### src/rtl/dfr_pkg.sv
package dfr_pkg;

    localparam int unsigned ADDR_W = 4;
    localparam int unsigned DATA_W = 32;

    typedef enum logic [1:0] {
        REG_START_BYTE   = 2'd0,
        REG_END_BYTE     = 2'd1,
        REG_SET_CODE     = 2'd2,
        REG_REQUEST_CODE = 2'd3
    } reg_index_t;

    localparam logic [7:0] START_BYTE_RESET   = 8'd123;
    localparam logic [7:0] END_BYTE_RESET     = 8'd125;
    localparam logic [7:0] SET_CODE_RESET     = 8'd83;
    localparam logic [7:0] REQUEST_CODE_RESET = 8'd82;

    localparam logic [7:0] CHECK_BASE = 8'hFF;

    typedef struct packed {
        logic [7:0] start_byte;
        logic [7:0] end_byte;
        logic [7:0] set_code;
        logic [7:0] request_code;
    } cfg_t;

    typedef struct packed {
        logic [15:0] module_id;
        logic [7:0]  kind_code;
        logic [7:0]  function_code;
        logic [31:0] payload_value;
        logic        checksum_ok;
        logic        end_ok;
        logic        is_set;
    } result_t;

endpackage

### src/rtl/dfr_cfg_regs.sv
module dfr_cfg_regs (
    input  logic                        aclk,
    input  logic                        aresetn,
    input  logic                        psel,
    input  logic                        penable,
    input  logic                        pwrite,
    input  logic [dfr_pkg::ADDR_W-1:0]  paddr,
    input  logic [dfr_pkg::DATA_W-1:0]  pwdata,
    output logic [dfr_pkg::DATA_W-1:0]  prdata,
    output logic                        pready,
    output dfr_pkg::cfg_t               cfg
);

    dfr_pkg::cfg_t      cfg_reg;
    dfr_pkg::cfg_t      cfg_next;
    dfr_pkg::reg_index_t reg_index;
    logic               write_en;

    assign pready    = 1'b1;
    assign reg_index = dfr_pkg::reg_index_t'(paddr[dfr_pkg::ADDR_W-1:2]);
    assign write_en  = psel && penable && pwrite;
    assign cfg       = cfg_reg;

    always_comb begin
        cfg_next = cfg_reg;
        if (write_en) begin
            case (reg_index)
                dfr_pkg::REG_START_BYTE:   cfg_next.start_byte   = pwdata[7:0];
                dfr_pkg::REG_END_BYTE:     cfg_next.end_byte     = pwdata[7:0];
                dfr_pkg::REG_SET_CODE:     cfg_next.set_code     = pwdata[7:0];
                dfr_pkg::REG_REQUEST_CODE: cfg_next.request_code = pwdata[7:0];
                default:                   cfg_next = cfg_reg;
            endcase
        end
    end

    always_comb begin
        case (reg_index)
            dfr_pkg::REG_START_BYTE:   prdata = {24'd0, cfg_reg.start_byte};
            dfr_pkg::REG_END_BYTE:     prdata = {24'd0, cfg_reg.end_byte};
            dfr_pkg::REG_SET_CODE:     prdata = {24'd0, cfg_reg.set_code};
            dfr_pkg::REG_REQUEST_CODE: prdata = {24'd0, cfg_reg.request_code};
            default:                   prdata = '0;
        endcase
    end

    always_ff @(posedge aclk) begin
        if (!aresetn) begin
            cfg_reg.start_byte   <= dfr_pkg::START_BYTE_RESET;
            cfg_reg.end_byte     <= dfr_pkg::END_BYTE_RESET;
            cfg_reg.set_code     <= dfr_pkg::SET_CODE_RESET;
            cfg_reg.request_code <= dfr_pkg::REQUEST_CODE_RESET;
        end else begin
            cfg_reg <= cfg_next;
        end
    end

endmodule

### src/rtl/dfr_parser.sv
module dfr_parser (
    input  logic              aclk,
    input  logic              aresetn,
    input  dfr_pkg::cfg_t     cfg,
    input  logic              byte_valid,
    input  logic [7:0]        rx_byte,
    output logic              res_valid,
    output dfr_pkg::result_t  res
);

    typedef enum logic [3:0] {
        ST_HUNT,
        ST_ID_HI,
        ST_ID_LO,
        ST_KIND,
        ST_FUNC,
        ST_VAL0,
        ST_VAL1,
        ST_VAL2,
        ST_VAL3,
        ST_CHECK,
        ST_CLOSE
    } state_t;

    state_t      state_reg,  state_next;
    logic [15:0] id_reg,     id_next;
    logic [7:0]  kind_reg,   kind_next;
    logic [7:0]  func_reg,   func_next;
    logic [31:0] value_reg,  value_next;
    logic [7:0]  sum_reg,    sum_next;
    logic [7:0]  check_reg,  check_next;
    logic        mode_reg,   mode_next;
    logic        in_payload;

    assign in_payload = (state_reg == ST_ID_HI) || (state_reg == ST_ID_LO) ||
                        (state_reg == ST_KIND)  || (state_reg == ST_FUNC)  ||
                        (state_reg == ST_VAL0)  || (state_reg == ST_VAL1)  ||
                        (state_reg == ST_VAL2)  || (state_reg == ST_VAL3);

    always_comb begin
        state_next = state_reg;
        id_next    = id_reg;
        kind_next  = kind_reg;
        func_next  = func_reg;
        value_next = value_reg;
        sum_next   = sum_reg;
        check_next = check_reg;
        mode_next  = mode_reg;
        if (byte_valid) begin
            if (in_payload) begin
                sum_next = sum_reg + rx_byte;
            end
            case (state_reg)
                ST_ID_HI: begin
                    id_next    = {rx_byte, id_reg[7:0]};
                    state_next = ST_ID_LO;
                end
                ST_ID_LO: begin
                    id_next    = {id_reg[15:8], rx_byte};
                    state_next = ST_KIND;
                end
                ST_KIND: begin
                    kind_next = rx_byte;
                    if (rx_byte == cfg.set_code) begin
                        mode_next = 1'b1;
                    end
                    if (rx_byte == cfg.request_code) begin
                        mode_next = 1'b0;
                    end
                    state_next = ST_FUNC;
                end
                ST_FUNC: begin
                    func_next  = rx_byte;
                    state_next = ST_VAL0;
                end
                ST_VAL0: begin
                    value_next = {value_reg[23:0], rx_byte};
                    state_next = ST_VAL1;
                end
                ST_VAL1: begin
                    value_next = {value_reg[23:0], rx_byte};
                    state_next = ST_VAL2;
                end
                ST_VAL2: begin
                    value_next = {value_reg[23:0], rx_byte};
                    state_next = ST_VAL3;
                end
                ST_VAL3: begin
                    value_next = {value_reg[23:0], rx_byte};
                    state_next = ST_CHECK;
                end
                ST_CHECK: begin
                    check_next = rx_byte;
                    state_next = ST_CLOSE;
                end
                ST_CLOSE: begin
                    state_next = ST_HUNT;
                end
                default: begin
                    if (rx_byte == cfg.start_byte) begin
                        sum_next   = '0;
                        state_next = ST_ID_HI;
                    end else begin
                        state_next = ST_HUNT;
                    end
                end
            endcase
        end
    end

    assign res_valid         = byte_valid && (state_reg == ST_CLOSE);
    assign res.module_id     = id_reg;
    assign res.kind_code     = kind_reg;
    assign res.function_code = func_reg;
    assign res.payload_value = value_reg;
    assign res.checksum_ok   = (check_reg == (dfr_pkg::CHECK_BASE - sum_reg));
    assign res.end_ok        = (rx_byte == cfg.end_byte);
    assign res.is_set        = mode_reg;

    always_ff @(posedge aclk) begin
        if (!aresetn) begin
            state_reg <= ST_HUNT;
            mode_reg  <= 1'b0;
        end else begin
            state_reg <= state_next;
            mode_reg  <= mode_next;
        end
        id_reg    <= id_next;
        kind_reg  <= kind_next;
        func_reg  <= func_next;
        value_reg <= value_next;
        sum_reg   <= sum_next;
        check_reg <= check_next;
    end

endmodule

### src/rtl/delimited_frame_receiver_core.sv
// Receives a byte stream, one transfer per cycle while the input is ready, and reassembles
// frames of a start byte, a 16-bit module id, kind and function codes, a 32-bit value, a
// checksum and an end byte, all multi-byte fields high byte first. Bytes outside a frame
// that are not the start byte are dropped, and a start byte inside a frame is ordinary
// data. The frame state advances in a single register stage, and a completed frame appears
// on the result channel in the cycle after its closing byte, so at most one result leaves
// for every eleven input transfers. While a result waits on the result channel, the input
// is held not ready until that result is taken. A result always carries the checksum and
// end-byte checks as flags rather than being discarded. The start byte, end byte, set code
// and request code sit at byte addresses 0, 4, 8 and 12 of the APB port and should only be
// changed while no frame is in progress.
module delimited_frame_receiver_core (
    input  logic                        aclk,
    input  logic                        aresetn,
    input  logic                        psel,
    input  logic                        penable,
    input  logic                        pwrite,
    input  logic [dfr_pkg::ADDR_W-1:0]  paddr,
    input  logic [dfr_pkg::DATA_W-1:0]  pwdata,
    output logic [dfr_pkg::DATA_W-1:0]  prdata,
    output logic                        pready,
    input  logic                        s_valid,
    output logic                        s_ready,
    input  logic [7:0]                  s_rx_byte,
    output logic                        m_valid,
    input  logic                        m_ready,
    output logic [15:0]                 m_module_id,
    output logic [7:0]                  m_kind_code,
    output logic [7:0]                  m_function_code,
    output logic [31:0]                 m_payload_value,
    output logic                        m_checksum_ok,
    output logic                        m_end_ok,
    output logic                        m_is_set
);

    dfr_pkg::cfg_t    cfg;
    dfr_pkg::result_t res;
    dfr_pkg::result_t out_reg,  out_next;
    logic             m_valid_reg, m_valid_next;
    logic             res_valid;
    logic             s_accept;

    dfr_cfg_regs u_cfg (
        .aclk    (aclk),
        .aresetn (aresetn),
        .psel    (psel),
        .penable (penable),
        .pwrite  (pwrite),
        .paddr   (paddr),
        .pwdata  (pwdata),
        .prdata  (prdata),
        .pready  (pready),
        .cfg     (cfg)
    );

    assign s_ready  = !m_valid_reg || m_ready;
    assign s_accept = s_valid && s_ready;

    dfr_parser u_parser (
        .aclk       (aclk),
        .aresetn    (aresetn),
        .cfg        (cfg),
        .byte_valid (s_accept),
        .rx_byte    (s_rx_byte),
        .res_valid  (res_valid),
        .res        (res)
    );

    always_comb begin
        out_next     = out_reg;
        m_valid_next = m_valid_reg;
        if (res_valid) begin
            out_next     = res;
            m_valid_next = 1'b1;
        end else if (m_ready) begin
            m_valid_next = 1'b0;
        end
    end

    always_ff @(posedge aclk) begin
        if (!aresetn) begin
            m_valid_reg <= 1'b0;
        end else begin
            m_valid_reg <= m_valid_next;
        end
        out_reg <= out_next;
    end

    assign m_valid         = m_valid_reg;
    assign m_module_id     = out_reg.module_id;
    assign m_kind_code     = out_reg.kind_code;
    assign m_function_code = out_reg.function_code;
    assign m_payload_value = out_reg.payload_value;
    assign m_checksum_ok   = out_reg.checksum_ok;
    assign m_end_ok        = out_reg.end_ok;
    assign m_is_set        = out_reg.is_set;

`ifndef SYNTHESIS
    a_res_needs_accept: assert property (@(posedge aclk) disable iff (!aresetn)
        res_valid |-> s_accept)
        else $error("Frame completed without an input transfer.");

    a_res_loads_output: assert property (@(posedge aclk) disable iff (!aresetn)
        res_valid |=> m_valid)
        else $error("Completed frame was not presented on the result channel.");

    a_res_spacing: assert property (@(posedge aclk) disable iff (!aresetn)
        res_valid |=> !res_valid)
        else $error("Two frames completed in consecutive cycles.");
`endif

endmodule

### config.mk
export PLATFORM = sky130hd
export DESIGN_NAME = delimited_frame_receiver_core
export DESIGN_NICKNAME = d
export VERILOG_FILES = /design/src/rtl/dfr_pkg.sv /design/src/rtl/dfr_cfg_regs.sv /design/src/rtl/dfr_parser.sv /design/src/rtl/delimited_frame_receiver_core.sv
export SDC_FILE = /design/constraint.sdc
export NUM_CORES = 1
export LEC_CHECK = 0
export BUFFER_PORTS_ARGS = -buffer_cell sky130_fd_sc_hd__clkbuf_2
export CORE_MARGIN = 2
export CORE_UTILIZATION = 51
export CTS_BUF_LIST = sky130_fd_sc_hd__clkbuf_4 sky130_fd_sc_hd__clkbuf_8
export CTS_CLUSTER_DIAMETER = 30
export DETAILED_ROUTE_END_ITERATION = 10
export HOLD_SLACK_MARGIN = 0.06
export PLACE_DENSITY = 0.85
export RECOVER_POWER = 25
export SLEW_MARGIN = 15
export SYNTH_ARGS = -nofsm -noshare
export SYNTH_HDL_FRONTEND = slang
export SYNTH_SLANG_ARGS = --single-unit
### constraint.sdc
create_clock -name aclk -period 15.6 [get_ports aclk]
set_input_delay 0.78 -clock aclk [delete_from_list [all_inputs] [get_ports aclk]]
set_output_delay 0.78 -clock aclk [all_outputs]
set_load 0.02 [all_outputs]
# Word-level counts from Yosys, hierarchy flattened
# Cells that the tools add are included.
# word_totals
out_inout_bits	102
register_bits	185
word_cells	83
# op_classes
reduce_logical	29
bitwise_logic	2
mux	11
eq_ne	18
addsub	2
# ops
operator	count
32-bit one-hot mux with 4 select lines	1
8-bit == test	5
4-bit one-hot mux with 10 select lines	1
16-bit one-hot mux with 2 select lines	1
8-bit two-way mux	3
4-bit by 3-bit == test with 1-bit output, second input constant	4
2-bit AND reduction	8
4-bit == test, second input constant	3
10-bit OR reduction	1
3-bit AND reduction	3
8-bit adder	1
4-bit by 2-bit == test with 1-bit output, second input constant	2
1-bit logical OR	8
8-bit subtractor, first input constant	1
1-bit two-way mux	5
2-bit == test, second input constant	2
4-bit by 1-bit == test with 1-bit output, second input constant	1
1-bit logical AND	4
2-bit nonzero test	2
4-bit OR reduction	1
2-bit by 1-bit == test with 1-bit output, second input constant	1
2-bit zero test	1
1-bit inverter	2
1-bit zero test	1

# Longest topological paths before layout
# depth
word_depth	11
depth_mapped	7
ltp_nobuf	7

# Hierarchy
# From an unflattened synthesis, not the netlist that was laid out.
# hier_totals
hier_cells	510
area_unflattened_um2	7594.8
# modules_own_cells
module	cells_each	area_per_inst_um2	n_inst
dfr_parser	275	3818.7	1
delimited_frame_receiver_core	72	2069.5	1
dfr_cfg_regs	163	1706.6	1

# Worst setup path before layout
# OpenSTA, ideal clock, no wires.
# synth_path
path_kind	input port to flip-flop
start	in m_ready
end	reg out_reg, in the netlist m_checksum_ok (enable)
path_stages	6
setup_time_ns	0.577
t_required_ns	15.023
arrival_ns	6.199
setup_slack_ns	8.824
path_cell_list	nor2b_1 inv_1 nand2_1 inv_1 nand2_1 nor3_1
# synth_between
elab_chain_len	3
# synth_lines
item	line_no	source
start: declaration	delimited_frame_receiver_core.sv:26	input logic m_ready,
1-bit logical OR	delimited_frame_receiver_core.sv:56	assign s_ready = !m_valid_reg || m_ready;
net s_ready	delimited_frame_receiver_core.sv:23	output logic s_ready,
1-bit logical AND	delimited_frame_receiver_core.sv:57	assign s_accept = s_valid && s_ready;
net s_accept	delimited_frame_receiver_core.sv:41	logic s_accept;
1-bit logical AND	dfr_parser.sv:111	assign res_valid = byte_valid && (state_reg == ST_CLOSE);
end signal: assignment	delimited_frame_receiver_core.sv:86	out_reg <= out_next;
end: declaration	delimited_frame_receiver_core.sv:38	dfr_pkg::result_t out_reg, out_next;
# The timed path passes the listed nets, and every way through them passes these cells.
# A chain may end at the register's enable or synchronous reset.

# Worst setup path in the final report
# layout_path
start	reg m_valid_reg, in the netlist m_valid
end	reg out_reg, in the netlist m_payload_value[18] (enable)
# layout_between
elab_chain_len	4
# layout_lines
item	line_no	source
start: declaration	delimited_frame_receiver_core.sv:39	logic m_valid_reg, m_valid_next;
start signal: assignment	delimited_frame_receiver_core.sv:84	m_valid_reg <= m_valid_next;
1-bit zero test	delimited_frame_receiver_core.sv:56	
1-bit logical OR	delimited_frame_receiver_core.sv:56	
1-bit logical AND	delimited_frame_receiver_core.sv:57	
net s_accept	delimited_frame_receiver_core.sv:41	
1-bit logical AND	dfr_parser.sv:111	
# The timed path passes the listed nets, and every way through them passes these cells.

==> results.toml <==
[min_path]
min_from = "u_parser.kind_reg[4]"
hold_path_end = "m_kind_code[4]"
worst_hold_path_type = "reg2reg"
whs_path_depth = 0

[die]
pin_count = 153
core_um2 = 14000
die_x_um = 124
design.die.area_um2 = 15400
initial_utilization_pct = 52.4
row_count = 43
die_h_um = 124

[timing]
rsz0062_at_grt = "false"
skew_ns = 0.0184
post-route-min-period_ns = 3.13
final_hold_viol_count = 0
finalSetupViolations = 0
fin_tns_setup_ns = 0
tightest_slew_ns = 1.15
drv_slew = 0
max_slew_margin_pct = 22.7
period_share_pct = 20.1
max_freq_mhz = 319

[layout]
post_route_cells_drive_above_1_share_pct = 24.1
area_growth_pct = 13.5
fillers = 1042
final_nets = 655
postLayoutCellArea_um2 = 8330
final_common_cell = "edfxtp_1"
mostFrequentLayoutCells = "147 x edfxtp_1, 96 x clkbuf_2, 47 x nand2_1, 38 x dfxtp_1, 27 x mux2i_1"
n_antenna_cell = 0

[synthesis]
ys_types = 42
synth_fa_ha_area_share_pct = 1.47
synthSimpleGateAreaFrac_pct = 9.08
ys_ff_latch = 185
yosysWarnings = 0
synth-compound-area-share_pct = 2.99
synthMuxAreaShare_pct = 6.14
seq_area_frac_synth_pct = 70.6
syn_area_um2 = 7330
syn_inst = 496
synth_top_family_by_area = "simple AND/OR/NAND/NOR gates"
synth-xor-area-share_pct = 5.58
syn_avg_cell_area_um2 = 14.8

[power_and_ir_drop]
total_power_uw = 967
p_leak_nw = 3.18
p_per_area_nw_per_um2 = 116
vdd_drop_max_uv = 52.3

[run_status]
status = "finished clean"

[global_routing]
antenna_found_initial = 0
grt_pass1_vias = 3996
grt_first_pass_wirelength_mm = 20.7
grt_overflow_total = 0
grt_max_degree = 56
track_usage_pct = 18.5

[route]
wire_per_inst_um = 17.2
first_pass_iters = 5
totalWireLength_mm = 13.6
vias = 4149
drc_errors = 0
ant_nets = 0
avgViaCountPerCell = 5.26
drtIter0Drc = 326

[cts]
postCtsResizedCells = 0
post_cts_buffers = 0
root_buffer = "clkbuf_8"
clk_latency_ns = 0.47
htree_levels = 4
numCtsBuffers = 17
cts_tree = "done"
path_clk_slew_ns = 0.10
cts_buffer_depth = 2
hold_buffers = 0
cts.sinks = 185

[worst_setup_path]
crit_type = "reg2reg"
max_stage_delay_ns = 0.67
worstPathRequired_ns = 15.70
critPathSlowestCell = "buf_4"
cp_data_arrival_time_ns = 3.23
r2r_slack_ns = 12.47
r2r_cells = 7
cp_num_buf_inv = 3
rr_startpoint = "m_valid"
crit_chain = "nor2b_1, inv_1, nand2_1, inv_1, nand2_1, nor3_4, buf_4"
reg2reg_to = "m_payload_value[18]"
cp_top_family = "simple AND/OR/NAND/NOR gates"
startpoint_type = "flop"
cp-startpoint = "m_valid"
crit_fanout = 55
endpoint_kind = "flop"

[job]
max_cap_viol_count = 0

[placed_design]
dp_hpwl_mm = 9.37
gp_congestion = 0.880
port_buffers = 101
place_area_um2 = 7900
-- logic make-up (layout without fill, tap and decap cells) --
kind of cell / Yosys count / after routing
fa+ha+maj: 8 / 8
xor+xnor: 45 / 45
mux: 35 / 35
buf+inv: 51 / 141
compound gates: 35 / 35
flops: 185 / 185
other cells: 2 / 25
simple gates: 135 / 135
-- cell type report --
class                      instances  area (um2)  share of cell area (%)
inverter                           6        22.5                   0.270
tap                              180         225                    2.70
multi-input combinational        283        1960                    23.6
sequential                       185        5170                    62.1
clock inverter                    15         191                    2.30
timing repair buffer             103         514                    6.18
clock buffer                      17         234                    2.81
-- Yosys cell counts, drive strengths merged --
library cell,count,area share (%)
or3,3,0.26
conb,2,0.10
a31oi,3,0.26
ha,7,1.2
a21o,2,0.20
xor2,27,3.3
a211oi,3,0.31
a21oi,13,0.89
nand3,11,0.75
a311oi,1,0.12
nor3b,1,0.10
buf,32,3.1
and3,1,0.085
and2,11,0.94
nand4,7,0.60
nand4b,1,0.12
inv,6,0.31
xnor2,18,2.3
nor4,4,0.34
mux4,8,2.5
fa,1,0.27
edfxtp,147,60
a22oi,1,0.10
clkbuf,13,0.67
o21ai,8,0.55
a2111oi,1,0.20
mux2i,27,3.7
nor3,9,0.99
o21bai,1,0.10
o221a,1,0.15
nand2b,2,0.17
nor2,29,1.6
dfxtp,38,10
o21a,1,0.10
nor2b,9,0.77
nand2,47,2.4
-- layer usage --
layer  wire [um]  vias to the layer above  global-route usage (%)
li1            -                     1945                       -
met1        5720                     1984                    23.8
met2        6360                      188                    29.2
met3        1090                       32                    6.04
met4         416                        0                    7.44
met5           0                        -                       0
-- worst max path at each step --
stage	to	slack [ns]	cells after the start
2_1_floorplan	m_checksum_ok	8.82	6
3_3_place_gp	m_payload_value[17]	11.88	8
3_5_place_dp	m_function_code[1]	11.74	8
4_1_cts	m_payload_value[7]	12.18	7
5_1_grt	m_module_id[10]	12.21	7
6_report	m_payload_value[18]	12.47	7
-- through the flow --
step	utilization (%)	hold WS, ns	worst slack, ns	instances
final	59.5	0.426	12.47	789
after global routing	59.5	0.436	12.21	789
after CTS	59.5	0.426	12.18	789
after detailed placement	56.5	0.405	11.74	757
after global placement	56.5	0.402	11.88	757
after floorplan	-	0.400	8.82	519
-- power by group --
part / switching [mW] / internal [mW]
Combinational: 0.0522 / 0.0313
Sequential: 0.00915 / 0.540
Clock: 0.173 / 0.162
(Power assumes the default switching activity.)
